$ cat config.mk
export PLATFORM = sky130hd
export DESIGN_NAME = spwb_sqrt
export DESIGN_NICKNAME = d
export VERILOG_FILES = /design/src/design/spwb_pkg.sv /design/src/design/spwb_sqrt.sv
export SDC_FILE = /design/constraint.sdc
export NUM_CORES = 1
export LEC_CHECK = 0
export BUFFER_PORTS_ARGS = -buffer_cell sky130_fd_sc_hd__buf_2
export CORE_MARGIN = 2
export CORE_UTILIZATION = 40
export DETAILED_ROUTE_END_ITERATION = 16
export GPL_TIMING_DRIVEN = 0
export PLACE_DENSITY = 0.56
export SETUP_SLACK_MARGIN = 0.1
export SYNTH_ARGS = -nofsm -noshare
export SYNTH_HDL_FRONTEND = slang
export SYNTH_SLANG_ARGS = --single-unit
$ cat constraint.sdc
create_clock -name clk -period 6.3 [get_ports clk]
set_input_delay 0.945 -clock clk [delete_from_list [all_inputs] [get_ports clk]]
set_output_delay 0.945 -clock clk [all_outputs]
set_load 0.02 [all_outputs]
$ cat src/design/spwb_pkg.sv
// shared types and constants for the splat weight brush pipeline
// no dependencies
package spwb_pkg;

    localparam int MAP_SIZE_DEF = 1024;
    localparam int SQRT_STEPS   = 19;
    localparam int FDIV_STEPS   = 16;
    localparam int RDIV_STEPS   = 8;
    localparam int LANES        = 3;

    localparam logic [16:0] FULL_F  = 17'h10000;
    localparam logic [7:0]  W_MAX   = 8'd255;
    localparam logic [8:0]  HARD_H  = 9'd256;

    typedef enum logic [2:0] {
        CFG_CENTER_X   = 3'd0,
        CFG_CENTER_Z   = 3'd1,
        CFG_RADIUS     = 3'd2,
        CFG_HARDNESS   = 3'd3,
        CFG_STRENGTH   = 3'd4,
        CFG_LAYER      = 3'd5
    } cfg_idx_t;

    // per-pixel sideband that rides along every stage
    typedef struct packed {
        logic            pass;
        logic [1:0]      sel;
        logic [3:0][7:0] w;
    } side_t;

endpackage

$ cat src/design/spwb_sqrt.sv
// pipelined integer square root of d2 * 65536, one result bit per stage
// depends on spwb_pkg
module spwb_sqrt
    import spwb_pkg::*;
(
    input  logic        clk,
    input  logic        rst_n,
    input  logic        vld_in,
    input  side_t       sd_in,
    input  logic [20:0] d2_in,
    output logic        vld_out,
    output side_t       sd_out,
    output logic [18:0] d_out
);

    logic        vld_s [0:SQRT_STEPS];
    side_t       sd_s  [0:SQRT_STEPS];
    logic [37:0] v_s   [0:SQRT_STEPS];
    logic [37:0] r_s   [0:SQRT_STEPS];

    assign vld_s[0] = vld_in;
    assign sd_s[0]  = sd_in;
    assign v_s[0]   = {1'b0, d2_in, 16'b0};
    assign r_s[0]   = '0;

    for (genvar i = 0; i < SQRT_STEPS; i++) begin : g_stage
        localparam logic [37:0] BIT = 38'(1) << (36 - 2 * i);
        logic [37:0] t;
        logic [37:0] v_next;
        logic [37:0] r_next;

        always_comb
        begin
            t = r_s[i] + BIT;
            if (v_s[i] >= t)
            begin
                v_next = v_s[i] - t;
                r_next = (r_s[i] >> 1) + BIT;
            end
            else
            begin
                v_next = v_s[i];
                r_next = r_s[i] >> 1;
            end
        end

        always_ff @(posedge clk or negedge rst_n)
        begin
            if (!rst_n)
                vld_s[i+1] <= 1'b0;
            else
                vld_s[i+1] <= vld_s[i];
        end

        always_ff @(posedge clk)
        begin
            sd_s[i+1] <= sd_s[i];
            v_s[i+1]  <= v_next;
            r_s[i+1]  <= r_next;
        end
    end

    assign vld_out = vld_s[SQRT_STEPS];
    assign sd_out  = sd_s[SQRT_STEPS];
    assign d_out   = r_s[SQRT_STEPS][18:0];

endmodule

# Word-level counts from Yosys, hierarchy flattened
# Index checks and enable logic that the tools add are counted.
classes:
  addsub: 54
  order_cmp: 19
  mux: 37
ops:
  columns: ["cell", "n"]
  rows:
  - ["$mux W37", 19]
  - ["$ge A38 B38 Y1", 18]
  - ["$mux W38", 17]
  - ["$sub A38 B38 Y38", 17]
  - ["$add A37 B11 Y38 const B", 1]
  - ["$add A37 B13 Y38 const B", 1]
  - ["$add A37 B15 Y38 const B", 1]
  - ["$add A37 B17 Y38 const B", 1]
  - ["$add A37 B19 Y38 const B", 1]
  - ["$add A37 B21 Y38 const B", 1]
  - ["$add A37 B23 Y38 const B", 1]
  - ["$add A37 B25 Y38 const B", 1]
  - ["$add A37 B27 Y38 const B", 1]
  - ["$add A37 B29 Y38 const B", 1]
  - ["$add A37 B3 Y38 const B", 1]
  - ["$add A37 B31 Y38 const B", 1]
  - ["$add A37 B33 Y38 const B", 1]
  - ["$add A37 B35 Y38 const B", 1]
  - ["$add A37 B5 Y38 const B", 1]
  - ["$add A37 B7 Y38 const B", 1]
  - ["$add A37 B9 Y38 const B", 1]
  - ["$add A38 B1 Y38 const B", 1]
  - ["$add A38 B11 Y38 const B", 1]
  - ["$add A38 B13 Y38 const B", 1]
  - ["19 further kinds", 19]
word_totals:
  out_inout_bits: 55
  ff_bits: 2070

# Depth between registers and ports, before layout
logic_depth:
  depth_word: 3
  ltp_mapped: 13
  depth_no_buf: 12

# Least setup slack after synthesis
# No wires, ideal clock.
synth_timing:
  kind: "reg-to-reg"
  from: "register v_s[146] in the netlist's numbering"
  to: "register v_s[112] in the netlist's numbering"
  period_less_slack_ns: 2.695
  setup_ns: 0.121
  path_stages_with_launch: 9
  t_required_ns: 6.179
  n_path_buf: 1
  slack_ns: 3.605
  arrival_time_ns: 2.574
  path_cell_list: "dfxtp_1 -> or4_4 -> or3_1 -> or3_1 -> or4_4 -> nor2_4 -> buf_6 -> nor2_1 -> mux2_2"
synth_between:
  elab_chain_cells: 2
synth_lines:
  columns: ["item", "line_no", "text"]
  rows:
  - ["from (decl)", "spwb_sqrt.sv:18", "logic [37:0] v_s [0:SQRT_STEPS];"]
  - ["from (signal, indexed assignment)", "spwb_sqrt.sv:58", "v_s[i+1] <= v_next;"]
  - ["$sub A38 B38 Y38 / $ge A38 B38 Y1 (equally long branches)", "spwb_sqrt.sv:37, spwb_sqrt.sv:35", null]
  - ["$mux W38 *", "spwb_sqrt.sv:35", "if (v_s[i] >= t)"]
  - ["net g_stage[16].v_next[36]", "spwb_sqrt.sv:29", "logic [37:0] v_next;"]
# The timed path passes the listed nets; every way through them passes the cells marked *.
# A chain may end at the register's enable or synchronous reset.

# Final worst setup path
layout_timing:
  from: "register v_s[80] in the netlist's numbering"
  to: "register v_s[56] in the netlist's numbering"
layout_between:
  elab_chain_cells: 2
layout_lines:
  columns: ["item", "line_no"]
  rows:
  - ["$sub A38 B38 Y38 / $ge A38 B38 Y1 (equally long branches)", "spwb_sqrt.sv:37, spwb_sqrt.sv:35"]
  - ["$mux W38 *", "spwb_sqrt.sv:35"]
  - ["net g_stage[17].v_next[18]", "spwb_sqrt.sv:29"]
# Marked as above.

==> metrics.cfg <==
[die]
core_um2 = 100000
initial_core_util = 0.404
design.portCount = 114
die_area_um2 = 104000
chipWidth_um = 322
row_count = 116
dieHeight_um = 322

[sta]
fmax_ghz = 0.287
min_period_over_period = 0.552
setup_violations = 0
report.final.hold_viol_count = 0
clock_skew_ns = 0.0218
hold_slack_ns = 0.145
maxSlewHeadroom = 0.363
period_needed_ns = 3.48
rsz0062_at_grt = no
tns_ns = 0
slew_viol_final = 0
tightest_slew_ns = 0.931

[grt]
grt_pass1_wl_mm = 109
grt_pass1_vias = 23448
grt_max_degree = 20
grt_use_total = 0.128
antenna_found_initial = 0
grt_overflow = 0

[job]
maxCapViolations = 0

[clock_network]
clk_root_buffer_cell = clkbuf_16
clockBufferDepth = 3
cts_tree = built
clock-sinks = 1319
cts_buffers = 136
clkSlewWorstSetupHoldPaths_ns = 0.06
post-cts-setup-buffers = 0
hold_buffers = 0
clk_latency_ns = 0.73
htree_levels = 4
cts-resized-gates = 0

[yosys]
synth_common_cells = dfxtp_1 (1,300), inv_1 (246), ha_1 (190)
synth-edff-count = 0
yosysMostFrequentCell = dfxtp_1
async_flop_share = 0.0144
synth.area.top_cells = dfxtp_1 (64%), ha_1 (5.9%), xor2_1 (3.1%), xnor2_1 (2.7%), inv_1 (2.3%)
yosysTopAreaCell = dfxtp_1
yosys.area.top_type_share = 0.643
synthCells = 3457
ys_ff_latch = 1319
ys_types = 79
syn_area_um2 = 40500
ys.flop_type = dfxtp_1
ys_seq_area_frac = 0.654
ys.warnings.count = 0
synth.avg_cell_area_um2 = 11.7

[drt]
ant_nets = 0
drc = 0
first_pass_iters = 7
viasPerCell = 4.48
avgRoutedWirePerCell_um = 12.5
drt-total-wl_mm = 64.6
vias = 23146
first_iter_violations = 880

[power_and_ir_drop]
power_switching_mw = 6.18
p_leak_nw = 21.2
comb_power_share = 0.180
p_sw_frac = 0.276
internal-power_mw = 16.2
pwr-share-clk = 0.347
seq_power_share = 0.473
irDropWorstVdd_mv = 0.274
p_per_area_nw_per_um2 = 474

[place]
dpl-instance-area_um2 = 42800
dp_cells = 4927
io_buffers = 112
gp_congestion = 0.852
dp_hpwl_mm = 46.9

[critical_path]
startpoint_type = flop
ff2ff_setup_slack_ns = 2.82
cp.required_ns = 6.94
endpoint_kind = flop
path_max_fanout = 10
crit_type = flop to flop
r2r_cells = 10
r2r-start = v_s[80]$_SDFF_PP0_
cp_data_arrival_time_ns = 4.12
r2r_end = v_s[56]$_DFF_P_

[finish]
design_area_um2 = 47300
multi_input_area_um2 = 12600
regArea_um2 = 26500
fillers = 9179
area_growth_syn_to_layout_pct = 16.8
n_antenna_cell = 0
stdcell_count = 5162
post_route_cells_drive_above_1_share = 0.110
fin_util = 0.471
nets = 3964

[hold_path]
hold_class = input port to asynchronous set/reset pin

[run_status]
status = completed

stage by stage:
step | total power [mW] | worst slack, ns
after CTS | 22.7 | 2.72
after global placement | 14.8 | 2.77
after detailed placement | 14.8 | 2.74
after floorplan | 13.8 | 3.61
after global routing | 23.8 | 2.50
final | 22.4 | 2.82
cells in the final DEF (no fill, tap or decap), drive strengths merged, types with 11 or more instances in the layout:
cell type	count
a211oi	23
a21o	60
a21oi	132
and2	15
buf	155
clkbuf	229
clkinv	28
dfrtp	19
dfxtp	1300
ha	190
inv	251
mux2	28
nand2	184
nand2b	43
nand3	40
nand4	25
nand4b	12
nor2	170
nor2b	23
nor3	73
nor4	70
nor4b	12
o211ai	15
o21a	39
o21ai	176
o21bai	11
o31ai	11
or2	13
or3	25
or4	21
xnor2	123
xor2	142
worst max-delay path, cell delays in order (launching register included):
cell and delay [ns]:
dfxtp_1 0.36, ha_1 0.25, fa_1 0.42, a21oi_1 0.24, nor2_1 0.14, o21ai_0 0.40
nand3_1 0.18, nor2_1 0.64, clkbuf_1 0.54, nand2_1 0.10, o21ai_0 0.11
logic make-up (layout without fill, tap and decap cells):
group | count (synthesis) | after routing | share of synthesized area
other cells | 1 | 2 | 0.0000926
xor+xnor | 265 | 265 | 0.0573
simple gates | 766 | 766 | 0.0974
buf+inv | 327 | 674 | 0.0344
fa+ha+maj | 197 | 197 | 0.0622
mux | 35 | 35 | 0.00952
compound gates | 547 | 547 | 0.0847
flops | 1319 | 1319 | 0.654
worst max-delay path by stage:
stage | end | from | depth (start not counted)
2_1_floorplan | v_s[112]$_DFF_P_ | v_s[146]$_DFF_P_ | 8
3_3_place_gp | v_s[487]$_DFF_P_ | r_s[520]$_DFF_P_ | 9
3_5_place_dp | v_s[56]$_DFF_P_ | v_s[80]$_SDFF_PP0_ | 10
4_1_cts | v_s[52]$_DFF_P_ | v_s[80]$_SDFF_PP0_ | 10
5_1_grt | v_s[487]$_DFF_P_ | r_s[520]$_DFF_P_ | 9
6_report | v_s[56]$_DFF_P_ | v_s[80]$_SDFF_PP0_ | 10
sequential cells by signal, summed over array words and instances (netlist names):
name and flops:
vld_out 1, vld_s 18, sd_out 35, r_s 171
d_out 19, v_s 445, sd_s 630
power by group through the flow:
stage / Clock [mW] / Sequential (mW) / Combinational, mW
after floorplan: 0 / 10.5 / 3.27
after global placement: 0 / 10.8 / 4.01
after detailed placement: 0 / 10.8 / 4.03
after CTS: 8.06 / 10.6 / 4.06
after global routing: 8.41 / 10.8 / 4.61
final: 7.77 / 10.6 / 4.03
routing by layer:
layer | up-vias | wire length (um) | part of all wire | track usage
met5 | - | 0 | 0 | 0
met2 | 336 | 33200 | 0.51 | 0.239
met3 | 196 | 2270 | 0.035 | 0.0293
met4 | 0 | 2740 | 0.042 | 0.0719
met1 | 10450 | 26400 | 0.41 | 0.131
li1 | 12164 | - | - | -
area by class of cell:
class	count	area share
Inverter	247	0.0196
Clock inverter	43	0.0127
Multi-Input combinational cell	1812	0.267
Timing Repair Buffer	112	0.0119
Sequential cell	1319	0.561
Buffer	80	0.00985
Tap cell	1357	0.0359
Clock buffer	192	0.0828
No activity file was read; power rests on OpenSTA's default activity.
