**src/design/spwb_pkg.sv**
```systemverilog
// shared types and constants for the splat weight brush pipeline
// no dependencies
package spwb_pkg;

    localparam int MAP_SIZE_DEF = 1024;
    localparam int SQRT_STEPS   = 19;
    localparam int FDIV_STEPS   = 16;
    localparam int RDIV_STEPS   = 8;
    localparam int LANES        = 3;

    localparam logic [16:0] FULL_F  = 17'h10000;
    localparam logic [7:0]  W_MAX   = 8'd255;
    localparam logic [8:0]  HARD_H  = 9'd256;

    typedef enum logic [2:0] {
        CFG_CENTER_X   = 3'd0,
        CFG_CENTER_Z   = 3'd1,
        CFG_RADIUS     = 3'd2,
        CFG_HARDNESS   = 3'd3,
        CFG_STRENGTH   = 3'd4,
        CFG_LAYER      = 3'd5
    } cfg_idx_t;

    // per-pixel sideband that rides along every stage
    typedef struct packed {
        logic            pass;
        logic [1:0]      sel;
        logic [3:0][7:0] w;
    } side_t;

endpackage

```
**src/design/spwb_fdiv.sv**
```systemverilog
// pipelined restoring divider for the falloff factor, num * 2^24 / den, clamped
// depends on spwb_pkg
module spwb_fdiv
    import spwb_pkg::*;
(
    input  logic        clk,
    input  logic        rst_n,
    input  logic        vld_in,
    input  side_t       sd_in,
    input  logic [15:0] num_in,
    input  logic [23:0] den_in,
    input  logic        zero_in,
    input  logic        hard_in,
    output logic        vld_out,
    output side_t       sd_out,
    output logic [16:0] f_out
);

    logic        vld_s  [0:FDIV_STEPS];
    side_t       sd_s   [0:FDIV_STEPS];
    logic [23:0] r_s    [0:FDIV_STEPS];
    logic [23:0] den_s  [0:FDIV_STEPS];
    logic [15:0] q_s    [0:FDIV_STEPS];
    logic        zero_s [0:FDIV_STEPS];
    logic        full_s [0:FDIV_STEPS];

    assign vld_s[0]  = vld_in;
    assign sd_s[0]   = sd_in;
    assign r_s[0]    = {num_in, 8'b0};
    assign den_s[0]  = den_in;
    assign q_s[0]    = '0;
    assign zero_s[0] = zero_in;
    // quotient of 2^16 or more saturates to full
    assign full_s[0] = hard_in || ({num_in, 8'b0} >= den_in);

    for (genvar i = 0; i < FDIV_STEPS; i++) begin : g_stage
        logic [24:0] t;
        logic        ge;

        always_comb
        begin
            t  = {r_s[i], 1'b0};
            ge = (t >= {1'b0, den_s[i]});
        end

        always_ff @(posedge clk or negedge rst_n)
        begin
            if (!rst_n)
                vld_s[i+1] <= 1'b0;
            else
                vld_s[i+1] <= vld_s[i];
        end

        always_ff @(posedge clk)
        begin
            sd_s[i+1]   <= sd_s[i];
            r_s[i+1]    <= ge ? 24'(t - {1'b0, den_s[i]}) : t[23:0];
            den_s[i+1]  <= den_s[i];
            q_s[i+1]    <= {q_s[i][14:0], ge};
            zero_s[i+1] <= zero_s[i];
            full_s[i+1] <= full_s[i];
        end
    end

    assign vld_out = vld_s[FDIV_STEPS];
    assign sd_out  = sd_s[FDIV_STEPS];
    assign f_out   = zero_s[FDIV_STEPS] ? 17'd0 :
                     full_s[FDIV_STEPS] ? FULL_F : {1'b0, q_s[FDIV_STEPS]};

endmodule

```
**config.mk**
```make
export PLATFORM = sky130hd
export DESIGN_NAME = spwb_fdiv
export DESIGN_NICKNAME = d
export VERILOG_FILES = /design/src/design/spwb_pkg.sv /design/src/design/spwb_fdiv.sv
export SDC_FILE = /design/constraint.sdc
export NUM_CORES = 2
export LEC_CHECK = 0
export BUFFER_PORTS_ARGS = -buffer_cell sky130_fd_sc_hd__buf_2
export CAP_MARGIN = 20
export CORE_MARGIN = 2
export CORE_UTILIZATION = 56
export CTS_BUF_LIST = sky130_fd_sc_hd__clkbuf_4 sky130_fd_sc_hd__clkbuf_8
export CTS_CLUSTER_DIAMETER = 60
export CTS_CLUSTER_SIZE = 24
export DETAILED_ROUTE_END_ITERATION = 12
export PLACE_DENSITY_LB_ADDON = 0.05
export SLEW_MARGIN = 40
export SYNTH_ARGS = -nofsm -noshare
export SYNTH_HDL_FRONTEND = slang
export SYNTH_SLANG_ARGS = --single-unit
```
**constraint.sdc**
```tcl
create_clock -name clk -period 3.3 [get_ports clk]
set_clock_uncertainty 0.15 [all_clocks]
set_input_delay 0.33 -clock clk [delete_from_list [all_inputs] [get_ports clk]]
set_output_delay 0.33 -clock clk [all_outputs]
set_load 0.05 [all_outputs]
```
## Word-level counts from Yosys, hierarchy flattened

Cells that the tools add are included.
W data, S select, Z words.

- Add/subtract/negate cells: 15
- Magnitude comparators: 17
- Muxes and demuxes: 17
- Reductions and logical operators: 1

Operators with widths:

| kind | number |
|---|---|
| $ge A25 B24 Y1 | 16 |
| $mux W24 | 15 |
| $sub A24 B24 Y24 | 15 |
| $mux W17 | 2 |
| $ge A24 B24 Y1 | 1 |
| $logic_or A1 B1 Y1 | 1 |

- Register bits after elaboration: 1464
- Output and inout port bits: 53

## Depth between registers and ports, before layout

- Depth in word-level cells: 2
- Mapped depth: 14
- Mapped depth without buffers: 12

## Least setup slack after synthesis

Ideal clock, no wire load.

- Kind: reg2reg
- From: register den_s[265] in the netlist's numbering
- To: register r_s (netlist bit g_stage[6].t[10])
- Arrival: 2754 ps
- Data required time: 3029 ps
- Slack: 275 ps
- Stages on the path, launching flop included: 13
- Buffers on the path: 1
- Clock period less this slack: 3025 ps
- Cell sequence: dfxtp_1 -> inv_1 -> ha_1 -> nor2b_1 -> o21a_1 -> o21ai_1 -> a21oi_1 -> o21a_1 -> a221oi_2 -> o211ai_1 -> o21ai_2 -> buf_6 -> mux2_2

- Word-level cells in the longest chain between the ends: 2

Ends and longest elaborated chain:

| element | RTL line | text |
|---|---|---|
| start: declaration | spwb_fdiv.sv:22 | `logic [23:0] den_s [0:FDIV_STEPS];` |
| start signal: indexed assignment | spwb_fdiv.sv:58 | `den_s[i+1] <= den_s[i];` |
| $sub A24 B24 Y24 / $ge A25 B24 Y1 (equally long branches) | spwb_fdiv.sv:57, spwb_fdiv.sv:43 |  |
| $mux W24 (*) | spwb_fdiv.sv:57 | `r_s[i+1] <= ge ? 24'(t - {1'b0, den_s[i]}) : t[23:0];` |
| end signal: indexed assignment | spwb_fdiv.sv:57 |  |
| end: declaration | spwb_fdiv.sv:21 | `logic [23:0] r_s [0:FDIV_STEPS];` |

Mark *: on every way between the ends. The rest lies on a longest branch, timed or not.
A chain may end at the register's enable or synchronous reset.

## Worst setup path after layout

- From: register den_s[112] in the netlist's numbering
- To: register r_s (netlist bit g_stage[13].t[7])

- Word-level cells in the longest chain between the ends: 2

Ends and longest elaborated chain:

| element | RTL line | text |
|---|---|---|
| $ge A25 B24 Y1 | spwb_fdiv.sv:43 | `ge = (t >= {1'b0, den_s[i]});` |
| $mux W24 | spwb_fdiv.sv:57 |  |

Every way passes these cells.

==> impl_metrics.tcl <==
set metrics [dict create \
    status "complete, no violations" \
    drt_first_iter_violations 1806 \
    power.share.switching_pct 36.2 \
    cp.required_ns 3.81 \
    internal_power_mw 37.9 \
    final_common_cell "dfxtp_1" \
    cp_max_fo 25 \
    synth_top_family_by_area "compound AO/OA/AOI/OAI gates" \
    fmaxAchievable_mhz 313 \
    slew_viol_final 0 \
    grt_use_met3_pct 2.96 \
    post-route-period-util_pct 96.8 \
    pwr-share-comb_pct 45.2 \
    clockBufferDepth 3 \
    synth_cell_types 95 \
    hold_path_class "reg -> reg" \
    worst_slack_ns 0.106 \
    cts.clk_slew.worst_paths_ns 0.12 \
    fin_cells 6624 \
    root_buffer "clkbuf_8" \
    antenna_found_initial 1 \
    grt_pass1_wl_mm 166 \
    arrival_ns 3.70 \
    startpoint_type "flip-flop" \
    ir_drop_mv 0.490 \
    wl_mm 103 \
    rrSetupSlack_ns 0.11 \
    h-tree-depth 3 \
    gp_congestion 0.926 \
    seq_power_share_pct 39.6 \
    hold_viol 0 \
    grt-busiest-layer "met2" \
    nets 5800 \
    clk-insertion-delay-late_ns 0.80 \
    use_met2_pct 36.6 \
    synth_fa_ha_area_share_pct 9.74 \
    grt_use_met1_pct 26.0 \
    yosys_warnings 0 \
    synth_simple_gate_area_share_pct 8.09 \
    synth-edff-count 0 \
    syn_to_final_growth_pct 12.3 \
    slew_headroom_pct 46.7 \
    io-pin-count 133 \
    layout_common_cells "1445 x dfxtp_1, 491 x inv_1, 390 x ha_1" \
    p_leak_nw 27.3 \
    ant_nets 0 \
    drc 0 \
    drt_pass1_iterations 7 \
    nFillCells 7717 \
    post-route-util_pct 63.7 \
    grt_pass1_vias 33134 \
    die_w_um 312 \
    p_sw_mw 21.5 \
    cp_cell_sequence "inv_1, ha_1, nand2_1, nor2_1, nand4_1, nor4_1, buf_4, a2111oi_4, o21ai_4, buf_12, mux2_2" \
    total_power_mw 59.4 \
    setup_viol 0 \
    hpwl_mm 78.0 \
    power_frac_clock_pct 15.2 \
    drive_gt1_share_pct 13.3 \
    critPathKind "reg -> reg" \
    synthCells 4910 \
    synth_area_per_cell_um2 10.8 \
    die-area_um2 97300 \
    max_cap_violations 0 \
    fin_setup_tns_ns 0 \
    ys_ff_latch 1464 \
    grt_max_degree 42 \
    numPlacedInstances 6311 \
    die_y_um 312 \
    initial_utilization_pct 56.7 \
    async_flop_share_pct 1.09 \
    syn_nets 5395 \
    tightest_slew_ns 0.789 \
    rows 112 \
    dp_slack_ns -0.00210 \
    overflow 0 \
    final.min_clock_period_ns 3.19 \
    placement.io_buffers 132 \
    routedWlPerCell_um 15.6 \
    grt_usage_pct 21.0 \
    cpMaxStageDelayCell "nor4_1" \
    synthFlopType "dfxtp_1" \
    muxShareOfSynthArea_pct 4.54 \
    yosysSeqAreaShare_pct 55.3 \
    clock-sinks 1464 \
    num_vias 33689 \
    synth_xor_area_share_pct 4.67 \
    via_per_inst 5.09 \
    critPathCaptureType "flip-flop" \
    cts_inserted_buffers 95 \
    core_area_um2 93600 \
    cts_tree "yes" \
    power-per-cell-area_nw_per_um2 996 \
    cpPeakStageDelay_ns 0.52 \
    synth_area_um2 53100 \
    synth_compound_area_share_pct 12.9 \
]
==> flip-flops by register name, indices dropped and copies added, names as in the netlist <==
signal and count:
sd_s 525, den_s 360, g_stage.t 360, q_s 136, sd_out 35, full_s 16, zero_s 16, vld_s 15
vld_out 1
==> kinds of logic (layout without fill, tap and decap cells) <==
| logic type | after synthesis | after routing |
|---|---|---|
| flip-flops | 1464 | 1464 |
| AO/OA/AOI/OAI | 1047 | 1047 |
| AND/OR/NAND/NOR | 898 | 898 |
| buffers and inverters | 607 | 1066 |
| adder cells (fa/ha/maj) | 405 | 405 |
| XOR/XNOR | 283 | 283 |
| multiplexers | 206 | 206 |
| other | 0 | 1 |
==> area by class of cell <==
type	instances	area (µm²)	area share, %
Multi-Input combinational cell	2839	21500	36.0
Antenna cell	1	2.50	0.00419
Clock buffer	101	1370	2.30
Sequential cell	1464	29400	49.3
Tap cell	1254	1570	2.63
Clock inverter	50	608	1.02
Timing Repair Buffer	423	3430	5.75
Inverter	492	1850	3.09
==> power groups by stage <==
stage | clock network, mW | registers [mW] | logic (mW)
floorplan | 0 | 23.0 | 20.2
global placement | 0 | 24.0 | 25.6
detailed placement | 0 | 24.0 | 25.9
CTS | 9.43 | 23.6 | 26.3
global route | 10.1 | 23.9 | 29.8
finish | 9.03 | 23.6 | 26.8
==> through the flow <==
stage,cell area (µm²),hold WS (ns)
floorplan,53100,-0.116
global placement,55800,0.0925
detailed placement,55800,0.101
CTS,59300,0.0582
global route,59700,0.130
finish,59700,0.167
==> layer usage <==
metal,up-vias,wire length (µm),part of all wire (%)
met5,-,0,0
met4,0,4540,4.4
met3,236,3530,3.4
met2,551,49300,48
met1,15463,45900,44
li1,17439,-,-
==> critical path, delay by kind of cell, from the launching register on <==
| kind | cells | cell delay [ns] |
|---|---|---|
| simple gates | 4 | 1.12 |
| buf+inv | 3 | 0.47 |
| fa+ha+maj | 1 | 0.40 |
| flops | 1 | 0.36 |
| mux | 1 | 0.35 |
| compound gates | 2 | 0.20 |
==> final timing paths <==
kind | end | from | cells after the start
worst max register to register | g_stage[13].t[7] | den_s[112] | 11
max in group asynchronous | vld_s[5] | rst_n | 3
min in group asynchronous | vld_s[7] | rst_n | 3
worst min register to register | q_s[98] | q_s[113] | 0
worst max-delay path | g_stage[13].t[7] | den_s[112] | 11
worst min-delay path | q_s[98] | q_s[113] | 0
==> what timing repair did <==
action / in CTS / in global routing
endpoints found under the setup margin: 4 / 164
resized for setup: 3 / 56
pin swaps: 0 / 14
gates cloned: 0 / 2
buffers inserted: 0 / 10
hold buffers: 149 / 0
endpoints found under the hold margin: 102 / 0
==> synth_stat cells (all sizes together) (67+ instances only) <==
cell type,number,share of area (%)
nand2,257,1.8
a21o,146,2.1
nor2,234,1.7
dfxtp,1448,55
inv,492,3.5
xnor2,177,2.9
o21ai,265,2.5
a21oi,288,2.8
ha,391,9.2
nor3,67,0.63
buf,70,0.93
mux2,194,4.3
xor2,106,1.7
Note: power is estimated with default switching activity, not from simulation.
