<file path="src/design/spwb_pkg.sv">
// shared types and constants for the splat weight brush pipeline
// no dependencies
package spwb_pkg;

    localparam int MAP_SIZE_DEF = 1024;
    localparam int SQRT_STEPS   = 19;
    localparam int FDIV_STEPS   = 16;
    localparam int RDIV_STEPS   = 8;
    localparam int LANES        = 3;

    localparam logic [16:0] FULL_F  = 17'h10000;
    localparam logic [7:0]  W_MAX   = 8'd255;
    localparam logic [8:0]  HARD_H  = 9'd256;

    typedef enum logic [2:0] {
        CFG_CENTER_X   = 3'd0,
        CFG_CENTER_Z   = 3'd1,
        CFG_RADIUS     = 3'd2,
        CFG_HARDNESS   = 3'd3,
        CFG_STRENGTH   = 3'd4,
        CFG_LAYER      = 3'd5
    } cfg_idx_t;

    // per-pixel sideband that rides along every stage
    typedef struct packed {
        logic            pass;
        logic [1:0]      sel;
        logic [3:0][7:0] w;
    } side_t;

endpackage

</file>
<file path="src/design/spwb_rdiv.sv">
// three-lane pipelined divider that shares the remainder, o * rem / sum
// depends on spwb_pkg
module spwb_rdiv
    import spwb_pkg::*;
(
    input  logic                  clk,
    input  logic                  rst_n,
    input  logic                  vld_in,
    input  side_t                 sd_in,
    input  logic [7:0]            rem_in,
    input  logic [9:0]            sum_in,
    input  logic [LANES-1:0][7:0] oth_in,
    output logic                  vld_out,
    output side_t                 sd_out,
    output logic [LANES-1:0][7:0] q_out
);

    logic                  vld_s [0:RDIV_STEPS];
    side_t                 sd_s  [0:RDIV_STEPS];
    logic [9:0]            sum_s [0:RDIV_STEPS];
    logic [LANES-1:0][9:0] r_s   [0:RDIV_STEPS];
    logic [LANES-1:0][7:0] lo_s  [0:RDIV_STEPS];
    logic [LANES-1:0][7:0] q_s   [0:RDIV_STEPS];
    logic [LANES-1:0][15:0] prod;

    always_comb
    begin
        for (int l = 0; l < LANES; l++)
            prod[l] = 16'(oth_in[l]) * 16'(rem_in);
    end

    // product stage
    always_ff @(posedge clk or negedge rst_n)
    begin
        if (!rst_n)
            vld_s[0] <= 1'b0;
        else
            vld_s[0] <= vld_in;
    end

    always_ff @(posedge clk)
    begin
        sd_s[0]  <= sd_in;
        sum_s[0] <= sum_in;
        for (int l = 0; l < LANES; l++)
        begin
            r_s[0][l]  <= {2'b0, prod[l][15:8]};
            lo_s[0][l] <= prod[l][7:0];
            q_s[0][l]  <= '0;
        end
    end

    for (genvar i = 0; i < RDIV_STEPS; i++) begin : g_stage
        always_ff @(posedge clk or negedge rst_n)
        begin
            if (!rst_n)
                vld_s[i+1] <= 1'b0;
            else
                vld_s[i+1] <= vld_s[i];
        end

        always_ff @(posedge clk)
        begin
            sd_s[i+1]  <= sd_s[i];
            sum_s[i+1] <= sum_s[i];
        end

        for (genvar l = 0; l < LANES; l++) begin : g_lane
            logic [10:0] t;
            logic        ge;

            always_comb
            begin
                t  = {r_s[i][l], lo_s[i][l][7]};
                ge = (t >= {1'b0, sum_s[i]});
            end

            always_ff @(posedge clk)
            begin
                r_s[i+1][l]  <= ge ? 10'(t - {1'b0, sum_s[i]}) : t[9:0];
                lo_s[i+1][l] <= {lo_s[i][l][6:0], 1'b0};
                q_s[i+1][l]  <= {q_s[i][l][6:0], ge};
            end
        end
    end

    assign vld_out = vld_s[RDIV_STEPS];
    assign sd_out  = sd_s[RDIV_STEPS];

    always_comb
    begin
        for (int l = 0; l < LANES; l++)
            q_out[l] = (sum_s[RDIV_STEPS] == 10'd0) ? 8'd0 : q_s[RDIV_STEPS][l];
    end

endmodule

</file>
<file path="config.mk">
export PLATFORM = sky130hd
export DESIGN_NAME = spwb_rdiv
export DESIGN_NICKNAME = d
export VERILOG_FILES = /design/src/design/spwb_pkg.sv /design/src/design/spwb_rdiv.sv
export SDC_FILE = /design/constraint.sdc
export NUM_CORES = 1
export LEC_CHECK = 0
export ABC_AREA = 0
export BUFFER_PORTS_ARGS = -buffer_cell sky130_fd_sc_hd__buf_2
export CORE_MARGIN = 1.5
export CORE_UTILIZATION = 45
export CTS_BUF_LIST = sky130_fd_sc_hd__clkbuf_2 sky130_fd_sc_hd__clkbuf_4 sky130_fd_sc_hd__clkbuf_8
export CTS_CLUSTER_DIAMETER = 100
export DETAILED_ROUTE_END_ITERATION = 10
export PLACE_DENSITY = 0.63
export SETUP_SLACK_MARGIN = 0.1
export SYNTH_ARGS = -nofsm -noshare
export SYNTH_HDL_FRONTEND = slang
export SYNTH_SLANG_ARGS = --single-unit
</file>
<file path="constraint.sdc">
create_clock -name clk -period 3.18 [get_ports clk]
set_clock_uncertainty 0.05 [all_clocks]
set_input_delay 0.159 -clock clk [delete_from_list [all_inputs] [get_ports clk]]
set_output_delay 0.159 -clock clk [all_outputs]
set_load 0.005 [all_outputs]
</file>
* After elaboration in Yosys (flattened, before gate mapping) *
Memory sizes are Yosys's and may differ from the RTL's.
Index checks and enable logic that the tools add are counted.

word-level totals
  bits in registers = 9
  memory bits (writable) = 1107
  input bits = 80
  memories kept = 5

cells by class
  $add $sub $neg = 24
  multiply operators = 3
  $lt $le $gt $ge = 24
  muxes and demuxes = 27
  reduce and logical (&&, ||, !) cells = 1

memories
  name   words  bits a word  rd ports  clocked after Yosys merged registers in  write ports  RTL line         RTL
  sd_s   9      35           9         0                                        9            spwb_rdiv.sv:19  side_t sd_s [0:RDIV_STEPS];
  r_s    9      30           8         0                                        9            spwb_rdiv.sv:21  logic [LANES-1:0][9:0] r_s [0:RDIV_STEPS];
  lo_s   9      24           8         0                                        9            spwb_rdiv.sv:22  logic [LANES-1:0][7:0] lo_s [0:RDIV_STEPS];
  q_s    9      24           9         0                                        9            spwb_rdiv.sv:23  logic [LANES-1:0][7:0] q_s [0:RDIV_STEPS];
  sum_s  9      10           9         0                                        9            spwb_rdiv.sv:20  logic [9:0] sum_s [0:RDIV_STEPS];

operator list
  cell                                                            count
  11-bit by 10-bit greater-or-equal comparator with 1-bit output  24
  10-bit 2-to-1 mux                                               24
  10-bit subtractor                                               24
  8-bit by 8-bit multiplier with 16-bit output                    3
  8-bit 2-to-1 mux                                                3
  10-bit zero test                                                1

* Depth between registers and ports, before layout *
Gate-level depths: netlist of the first run.

  word-level depth = 2
  mapped depth = 17
  mapped depth without buffers = 16

* Worst setup path before layout of the first run *
No wires, ideal clock.

  kind = input-to-reg
  start = input rem_in[7]
  end = memory r_s[0][25] (netlist bit)
  data arrival time = 4.156 ns
  required time = 3.010 ns
  path slack = -1.146 ns
  stages on the path = 15
  cell sequence = clkbuf_1 nand2_1 fa_1 fa_1 inv_1 fa_1 inv_1 fa_1 inv_1 ha_1 o21ai_0 a211oi_1 or3_1 o31a_1 xor2_1

RTL lines
  what         RTL line         RTL
  from (decl)  spwb_rdiv.sv:10  input logic [7:0] rem_in,
  to (decl)    spwb_rdiv.sv:21

==> results of run 1 <==
## logic make-up (layout without fill, tap and decap cells)
| kind of cell | count (synthesis) | count (layout) | share of synthesized area |
|---|---|---|---|
| AOI/OAI and AO/OA | 730 | 730 | 0.129 |
| buffers and inverters | 429 | 1052 | 0.0448 |
| and+or+nand+nor | 849 | 849 | 0.115 |
| other | 0 | 3 | 0 |
| xor gates and xnor gates | 138 | 138 | 0.0330 |
| DFF | 864 | 864 | 0.474 |
| muxes | 52 | 52 | 0.0159 |
| adders and majority gates | 474 | 474 | 0.189 |
## flip-flops by register name, summed over array words and instances, names as in the netlist
register	count
vld_s	8
vld_out	1
q_s	108
sum_s	90
lo_s	108
r_s	234
sd_s	315
## metrics by stage
stage | TNS [ns] | area [um^2]
finish | 0 | 44600
global route | 0 | 44600
CTS | 0 | 44400
detailed placement | -16.60 | 40000
global placement | -15.59 | 40000
floorplan | -5.49 | 37100
## critical path: stages
cell and delay, ns:
buf_6 0.12, buf_4 0.15, and2_1 0.17, fa_1 0.56, fa_1 0.43, fa_1 0.49, inv_1 0.04, fa_1 0.48
inv_2 0.05, ha_4 0.16, buf_4 0.14, nor2_4 0.11, o211ai_1 0.16, a31o_2 0.24, a21oi_2 0.14, xnor2_1 0.13
## report_power, final
group          switching, uW  internal (uW)  total [uW]
Clock                   4490           6170       10700
Sequential              1530          13800       15300
Combinational          10800           9040       19800
Total                  16800          29000       45800
## layer usage
layer | global-route usage | routed length [um]
met3 | 0.0370 | 2790
met5 | 0 | 0
met4 | 0.0734 | 2230
met1 | 0.227 | 34200
met2 | 0.348 | 39800
## layout by cell type (no fill, tap or decap), types with 17 or more instances in the layout
cell           Yosys  layout
dfxtp_1          855     855
inv_1            385     370
ha_1             345     329
nand2_1          289     280
o21ai_0          214     205
clkbuf_8           0     181
and2_1           171     155
buf_4              0     155
nor2_1           150     146
a21oi_1          152     143
buf_2             24     127
fa_1             129     121
dlygate4sd3_1      0     111
xnor2_1           72      72
a21o_1            68      68
xor2_1            66      66
nand3_1           48      46
o21a_1            42      42
nor2b_1           39      38
a211oi_1          36      34
nand2b_1          31      31
o22ai_1           31      31
nand4_1           30      30
clkbuf_4           0      30
mux2_2            26      26
o21bai_1          24      24
clkinv_2           0      22
or3_1             21      20
mux2i_1           20      20
o31ai_1           19      19
a31oi_1           18      18
o211ai_1          17      17
## repair_timing
action	CTS	global route
endpoints found under the setup margin	4	12
buffers inserted	1	0
endpoints found under the hold margin	63	2
hold buffers	109	2
gates resized for setup	5	55
pin swaps	6	28
## area by class of cell
type | instances | area share
antenna | 3 | 0.000168
clock inverter | 45 | 0.0124
tap | 1060 | 0.0297
clock buffer | 211 | 0.0609
timing repair buffer | 410 | 0.0701
sequential | 864 | 0.389
multi-input combinational | 2243 | 0.405
inverter | 386 | 0.0325
## worst max path at each step
stage,slack [ns],start,cells past startpoint,end
after global routing,0.06,rem_in[7],16,r_s[0][14]
final,0.12,rem_in[7],16,r_s[0][14]
after CTS,0.10,rem_in[3],17,r_s[0][4]
after global placement,-0.76,rem_in[5],17,r_s[0][4]
after detailed placement,-0.82,rem_in[4],14,r_s[0][7]
after floorplan,-0.59,rem_in[3],14,r_s[0][25]
==> results.yml, run 1 <==
grt:
  grt_remaining_overflow: 0
  grt_pass1_vias: 25400
  grt_use_total: 0.194
  grt_max_degree: 23
  grt_pass1_wl_mm: 128
  antenna_found_initial: 4
final_layout:
  n_fill_cell: 7106
  utilization: 0.554
  multi_input_area_mm2: 0.0181
  drive_gt1_frac: 0.176
  layout.cells.non_filler: 5222
  seq_area_mm2: 0.0173
  nNetsFinal: 4600
  syn_to_final_growth_pct: 21.9
worst_setup_path:
  reg2reg_depth: 9
  crit_type: "in2reg"
  r2r_end: "r_s[7][26]"
  worstPathRequired_ns: 3.85
  endpoint_kind: "flop"
  worstSetupStartpointType: "input pin"
  critPathMaxFanout: 8
  reg2reg_from: "sum_s[0][61]"
  r2r_setup_slack_ns: 0.37
  arrival_ns: 3.73
timing:
  max_slew_margin: 0.614
  max_freq_ghz: 0.327
  slew_viol_final: 0
  min_period_over_period: 0.963
  worst_slack_ns: 0.119
  rsz0062_at_grt: "yes"
  hold_slack_ns: 0.0768
  worst_pin_slew_ns: 0.578
  setup_violations: 0
  final_hold_viol_count: 0
  post-route-min-period_ns: 3.06
clocking:
  clk_pin_slew_worst_paths_ns: 0.06
  cts_tree: "yes"
  ctsHtreeMaxLevel: 4
  clockRootBuffer: "clkbuf_8"
  cts.sinks: 864
  numCtsBuffers: 141
  cts_buffer_depth: 3
  clk_latency_ns: 0.82
die:
  pin_count: 140
  coreArea_mm2: 0.0805
  die_w_um: 288
  die_y_um: 288
  floorplan.initialDensity: 0.454
  dieArea_mm2: 0.0831
  rows: 104
routing:
  dr.pass1.iters: 7
  drtIter0Drc: 1035
  vias: 25500
  viasPerCell: 4.88
  drc_errors: 0
  routedWlPerCell_um: 15.1
  routed_wirelength_mm: 79.0
  antenna_left: 0
synth:
  yosysUniqueCellTypes: 62
  synth_seq_cells: 864
  synth-seq-area-share: 0.474
  synth_nets: 4090
  synth_async_sr_flop_share: 0.0104
  synth_common_cells: "dfxtp_1 (855), inv_1 (385), ha_1 (345)"
  yosysMostFrequentCell: "dfxtp_1"
  synth_edf_count: 0
  syn_area_mm2: 0.0366
  synthCells: 3536
  synth_top_cell_by_area: "dfxtp_1"
  yosysWarnings: 0
  synth_top_area_frac: 0.468
  ys.flop_type: "dfxtp_1"
  synth.area.top_cells: "dfxtp_1 (47%), ha_1 (12%), fa_1 (7.1%), inv_1 (3.9%), nand2_1 (3.0%)"
  avgSynthCellArea_um2: 10.4
pwr:
  p_leak_uw: 0.0209
  fin_total_pwr_uw: 45800
  power_density_mw_per_mm2: 1030
  vdd_ir_drop_max_mv: 0.531
min_path:
  min_path_type: "in2reg"
  whs_endpoint: "lo_s[0][18]"
  hold_path_depth: 5
  hp-start: "rem_in[2]"
placement:
  dp_worst_setup_slack_ns: -0.820
  place_hpwl_mm: 60.9
  gp_congestion: 0.927
  io_buffers: 139
  dp_cells: 4851
outcome:
  status: "complete, no violations"
job:
  cap_violations: 0
No activity file was read; power rests on OpenSTA's default activity.
==> run 2: changes to the inputs <==
--- a/config.mk
+++ b/config.mk
@@ -7,6 +7,7 @@
 export LEC_CHECK = 0
 export ABC_AREA = 0
 export BUFFER_PORTS_ARGS = -buffer_cell sky130_fd_sc_hd__buf_2
+export CORE_ASPECT_RATIO = 0.7
 export CORE_MARGIN = 1.5
 export CORE_UTILIZATION = 45
 export CTS_BUF_LIST = sky130_fd_sc_hd__clkbuf_2 sky130_fd_sc_hd__clkbuf_4 sky130_fd_sc_hd__clkbuf_8
==> run 2 against run 1 <==
  * Maximum frequency fell by 2.3%
  * Highest routed layer unchanged
  * Routed wire length rose by 3.7%
  * Non-clock buffer count rose by 17
==> results.yml, run 2 (same netlist as run 1, synthesis figures left out) <==
die:
  floorplan.initialDensity: 0.454
  pin_count: 140
  coreArea_mm2: 0.0806
  die_w_um: 344
  dieArea_mm2: 0.0831
  rows: 87
  die_y_um: 242
min_path:
  min_path_type: "in2reg"
  hold_path_depth: 5
  whs_endpoint: "lo_s[0][18]"
  hp-start: "rem_in[2]"
final_layout:
  n_fill_cell: 7102
  layout_commonest_cell: "dfxtp_1"
  syn_to_final_growth_pct: 22.1
  multi_input_area_mm2: 0.0181
  utilization: 0.555
  nNetsFinal: 4607
  drive_gt1_frac: 0.179
  top_register: "sd_s"
  largest_reg_flops: 315
  reg_top3: "sd_s: 315 flops, r_s: 234 flops"
  seq_area_mm2: 0.0173
  most-common-layout-cells: "dfxtp_1 (855), inv_1 (370), ha_1 (330)"
routing:
  drtIter0Drc: 1532
  vias: 25700
  viasPerCell: 4.91
  antenna_left: 0
  routedWlPerCell_um: 15.7
  dr.pass1.iters: 5
  drc_errors: 0
  routed_wirelength_mm: 81.9
worst_setup_path:
  crit_type: "in2reg"
  reg2reg_from: "sum_s[0][26]"
  endpoint_kind: "flop"
  reg2reg_depth: 9
  r2r_end: "r_s[3][9]"
  worstPathRequired_ns: 3.78
  arrival_ns: 3.73
  worstSetupStartpointType: "input pin"
  critPathMaxFanout: 7
  r2r_setup_slack_ns: 0.34
grt:
  grt_pass1_vias: 25100
  grt_use_total: 0.200
  grt_remaining_overflow: 0
  grt_max_degree: 20
  grt_pass1_wl_mm: 131
  antenna_found_initial: 2
timing:
  rsz0062_at_grt: "yes"
  max_freq_ghz: 0.319
  final_hold_viol_count: 0
  min_period_over_period: 0.985
  post-route-min-period_ns: 3.13
  worst_pin_slew_ns: 0.676
  hold_slack_ns: 0.0660
  slew_viol_final: 0
  max_slew_margin: 0.549
  setup_violations: 0
clocking:
  clk_pin_slew_worst_paths_ns: 0.07
  clk_latency_ns: 0.81
  cts_buffer_depth: 3
  cts.sinks: 864
  clockRootBuffer: "clkbuf_8"
  numCtsBuffers: 131
  cts_tree: "yes"
  ctsHtreeMaxLevel: 4
pwr:
  fin_total_pwr_uw: 45700
  power_density_mw_per_mm2: 1020
  vdd_ir_drop_max_mv: 0.514
  p_leak_uw: 0.0209
outcome:
  status: "complete, no violations"
placement:
  place_hpwl_mm: 62.2
  gp_congestion: 0.919
  io_buffers: 139
job:
  cap_violations: 0
## run 2: changes by cell type in the layout (fill, tap and decap cells not counted), sizes merged
cell          change
diode             -1
buf              +10
inv               -5
dlygate4sd3       -3
clkinv            +4
clkbuf            -8
dlymetal6s4s      +1
clkinvlp          +4
## run 2: stage by stage
step | setup TNS, ns | cell area, um^2 | instances | setup WS (ns)
2_1_floorplan | -5.49 | 37100 | 3536 | -0.587
3_3_place_gp | -16.95 | 40100 | 4868 | -0.773
3_5_place_dp | -18.49 | 40100 | 4868 | -0.826
4_1_cts | 0 | 44300 | 5219 | 0.0681
5_1_grt | 0 | 44700 | 5232 | 0.00222
6_report | 0 | 44700 | 5232 | 0.0479
## run 2: final cells by class
cell class                      count  share of cell area
Multi-Input combinational cell   2243               0.406
Sequential cell                   864               0.388
Timing Repair Buffer              427              0.0763
Clock buffer                      194              0.0551
Inverter                          386              0.0324
Tap cell                         1068              0.0299
Clock inverter                     48              0.0121
Antenna cell                        2            0.000112
## run 2: worst max path at each step
stage,start,endpoint,slack (ns),cells past startpoint
CTS,rem_in[3],r_s[0][25],0.07,16
floorplan,rem_in[3],r_s[0][25],-0.59,14
global placement,rem_in[4],r_s[0][4],-0.77,17
global route,oth_in[19],r_s[0][25],0.002,14
detailed placement,rem_in[4],r_s[0][25],-0.83,16
finish,oth_in[19],r_s[0][25],0.05,14
## run 2: routing by layer
layer | GRT usage | vias to the layer above | routed length (um)
li1 | - | 13000 | -
met1 | 0.295 | 11900 | 41300
met2 | 0.290 | 604 | 34100
met3 | 0.0470 | 112 | 5120
met4 | 0.0548 | 0 | 1410
met5 | 0 | - | 0
## run 2: worst max-delay path, cell delays in order
cell and delay, ns:
clkbuf_4 0.15, and2_4 0.16, fa_1 0.49, fa_1 0.50
fa_1 0.49, inv_1 0.05, fa_1 0.50, inv_2 0.05
ha_4 0.22, a21oi_2 0.11, nor2b_1 0.07, or3_4 0.37
o31a_1 0.26, xor2_1 0.14
## run 2: power breakdown
| group | switching (uW) | internal, uW | leakage, uW |
|---|---|---|---|
| clock | 4400 | 5650 | 0.00158 |
| sequential | 1550 | 13800 | 0.00730 |
| combinational | 11100 | 9240 | 0.0120 |
| total | 17000 | 28700 | 0.0209 |
## run 2: timing repair
| action | 4_1_cts | 5_1_grt |
|---|---|---|
| hold endpoints to repair | 63 | 0 |
| pin swaps | 0 | 35 |
| setup endpoints to repair | 16 | 18 |
| buffers inserted | 0 | 5 |
| resized for setup | 7 | 66 |
| hold buffers | 109 | 0 |
| gates cloned | 0 | 6 |
==> run 3: changes to the inputs <==
--- a/config.mk
+++ b/config.mk
@@ -5,7 +5,7 @@
 export SDC_FILE = /design/constraint.sdc
 export NUM_CORES = 1
 export LEC_CHECK = 0
-export ABC_AREA = 0
+export ABC_AREA = 1
 export BUFFER_PORTS_ARGS = -buffer_cell sky130_fd_sc_hd__buf_2
 export CORE_ASPECT_RATIO = 0.7
 export CORE_MARGIN = 1.5
==> run 3 against run 2 <==
  * Non-clock buffer count is 49 lower
  * Synthesized area increased by 6.7%
  * Via count up 16%
  * Sequential share of layout area is 1.4 points lower
  * Global-route usage grew 1.4 points
  * Highest routed layer unchanged
==> results.yml, run 3 <==
worst_setup_path:
  critPathTopFamily: "adder cells"
  r2r_setup_slack_ns: 0.65
  critPathMaxFanout: 7
  crit_type: "in2reg"
  endpoint: "r_s[0][17]"
  reg2reg_depth: 9
  slowest_stage: "dlygate4sd3_1"
  crit_start: "rem_in[1]"
  endpoint_kind: "flop"
  crit_top_cell: "nand2_1"
  cp_cell_sequence: "dlygate4sd3_1 -> buf_4 -> buf_4 -> nand2_1 -> inv_1 -> fa_1 -> inv_1 -> fa_1 -> fa_1 -> inv_2 -> ha_4 -> nand2_2 -> o21ai_4 -> nand2_1 -> nand2_2 -> nand2_1 -> nand3b_1 -> nand2_1"
  worstSetupStartpointType: "input pin"
  crit_path_max_incr_delay_ns: 0.53
  worstPathRequired_ns: 3.83
  path_buf_inv: 6
  reg2reg_from: "sum_s[0][31]"
  r2r_end: "r_s[4][20]"
  cp.depth: 18
  arrival_ns: 3.60
final_layout:
  syn_to_final_growth_pct: 18.7
  drive_gt1_frac: 0.122
  top_register: "sd_s"
  most-common-layout-cells: "nand2_1 (1478), inv_1 (866), dfxtp_1 (855)"
  reg_top3: "sd_s: 315 flops, r_s: 234 flops"
  layout_commonest_cell: "nand2_1"
  nNetsFinal: 5776
  design_area_mm2: 0.0463
  largest_reg_flops: 315
  n_fill_cell: 8060
clocking:
  cts_buffer_depth: 3
  clk_pin_slew_worst_paths_ns: 0.07
  clk_latency_ns: 0.83
  cts_tree: "yes"
  cts.sinks: 864
  ctsHtreeMaxLevel: 4
  numCtsBuffers: 130
  clockRootBuffer: "clkbuf_8"
grt:
  grt_pass1_vias: 29100
  grt_remaining_overflow: 0
  grt_max_degree: 21
  grt_use_total: 0.214
  antenna_found_initial: 3
  grt_pass1_wl_mm: 150
timing:
  setup_violations: 0
  max_slew_margin: 0.499
  min_period_over_period: 0.928
  rsz0062_at_grt: "yes"
  slew_viol_final: 0
  finalSetupTns_ns: 0
  post-route-min-period_ns: 2.95
  worst_pin_slew_ns: 0.750
  final_hold_viol_count: 0
  max_freq_ghz: 0.339
synth:
  yosysWarnings: 0
  ys.flop_type: "dfxtp_1"
  synth_edf_count: 0
  synthCells: 4779
  yosysUniqueCellTypes: 41
  synth_top_cell_by_area: "dfxtp_1"
  syn_area_mm2: 0.0390
  synth_seq_cells: 864
  synth-seq-area-share: 0.444
  synth_async_sr_flop_share: 0.0104
  synth_common_cells: "nand2_1 (1505), inv_1 (885), dfxtp_1 (855)"
  synth.area.top_cells: "dfxtp_1 (44%), nand2_1 (14%), ha_1 (11%), inv_1 (8.5%), fa_1 (6.6%)"
  synth_top_area_frac: 0.438
  avgSynthCellArea_um2: 8.17
  yosysMostFrequentCell: "nand2_1"
  synth_nets: 5333
placement:
  place_hpwl_mm: 71.9
  gp_congestion: 0.919
  place_area_mm2: 0.0422
  io_buffers: 139
pwr:
  power_density_mw_per_mm2: 995
  p_leak_uw: 0.0253
  vdd_ir_drop_max_mv: 0.537
routing:
  drtIter0Drc: 1719
  dr.pass1.iters: 7
  dr_wl_met3_mm: 6.12
  antenna_left: 0
  wl_met2_mm: 38.4
  routed_wirelength_mm: 92.1
  routed.top_layer: "met4"
  drc_errors: 0
  viasPerCell: 4.61
  routedWlPerCell_um: 14.2
  vias: 29900
  drt-met1-wl_mm: 45.5
die:
  floorplan.initialDensity: 0.454
  coreArea_mm2: 0.0860
  die_y_um: 249
  rows: 90
  die_w_um: 355
  dieArea_mm2: 0.0886
  pin_count: 140
outcome:
  status: "complete, no violations"
job:
  cap_violations: 0
min_path:
  min_path_type: "in2reg"
run 3: cell types whose count changed in the layout (fill, tap and decap cells not counted), sizes merged, moves of 42 or more:
cell / before / now
xnor2: 72 / 27
and2: 171 / 15
nand3: 48 / 268
nor2: 150 / 232
inv: 393 / 894
o21a: 42 / 0
nand2: 289 / 1528
o21ai: 226 / 76
a21o: 68 / 7
run 3: stage by stage:
step	cells	hold slack (ns)	utilization	setup slack, ns	power [uW]
2_1_floorplan	4779	-0.187	-	-0.194	30100
3_3_place_gp	6134	-0.0368	0.490	-0.647	35500
3_5_place_dp	6134	-0.0256	0.490	-0.663	35800
4_1_cts	6476	0.0000626	0.538	0.234	46400
5_1_grt	6477	0.0959	0.539	0.0815	50300
6_report	6477	0.112	0.539	0.228	46100
run 3: metal layers:
| metal | vias up | GRT usage |
|---|---|---|
| met1 | 13500 | 0.305 |
| met5 | - | 0 |
| met4 | 0 | 0.0726 |
| li1 | 15500 | - |
| met2 | 690 | 0.318 |
| met3 | 153 | 0.0480 |
run 3: where the power goes:
part	leakage, uW	total, uW	internal, uW	switching (uW)
Combinational	0.0164	20400	7900	12400
Clock	0.00156	10200	5860	4370
Sequential	0.00730	15500	13800	1710
Total	0.0253	46100	27600	18500
run 3: cell families (layout without fill, tap and decap cells):
logic type,after synthesis,in the layout,synth area share
AO/OA/AOI/OAI,238,238,0.0340
other,0,1,0
buffers and inverters,952,1499,0.0953
XOR/XNOR,87,87,0.0195
adder cells (fa/ha/maj),474,474,0.177
flip-flops,864,864,0.444
AND/OR/NAND/NOR,2164,2164,0.230
run 3: worst min-delay path by stage:
stage	slack, ns	start	cells after the start	endpoint
detailed placement	-0.03	rst_n	1	vld_out
finish	0.11	rem_in[2]	6	lo_s[0][2]
floorplan	-0.19	rst_n	0	vld_out
global placement	-0.04	rst_n	1	vld_out
global route	0.1	oth_in[17]	5	lo_s[0][17]
CTS	0.00006	oth_in[17]	5	lo_s[0][17]
run 3: what timing repair did:
item	4_1_cts	5_1_grt
endpoints found under the setup margin	0	13
gates resized for setup	0	19
buffers inserted	0	0
hold buffers	106	0
hold endpoints to repair	64	0
run 3: worst register-to-register path: stages (launching register included):
cell,delay (ns)
dfxtp_1,0.56
inv_1,0.21
ha_1,0.35
nand3_1,0.10
nand2_1,0.10
nand2_1,0.10
nand2_1,0.09
nand2_1,0.08
nand2_2,0.19
o21ai_0,0.54
run 3: layout make-up:
type / instances / area, um^2 / share of cell area
clock inverter: 48 / 611 / 0.0132
multi-input combinational: 2963 / 18400 / 0.396
sequential: 864 / 17300 / 0.374
antenna: 1 / 2.50 / 0.0000540
timing repair buffer: 378 / 2860 / 0.0616
clock buffer: 188 / 2410 / 0.0521
tap: 1150 / 1440 / 0.0311
inverter: 885 / 3320 / 0.0717
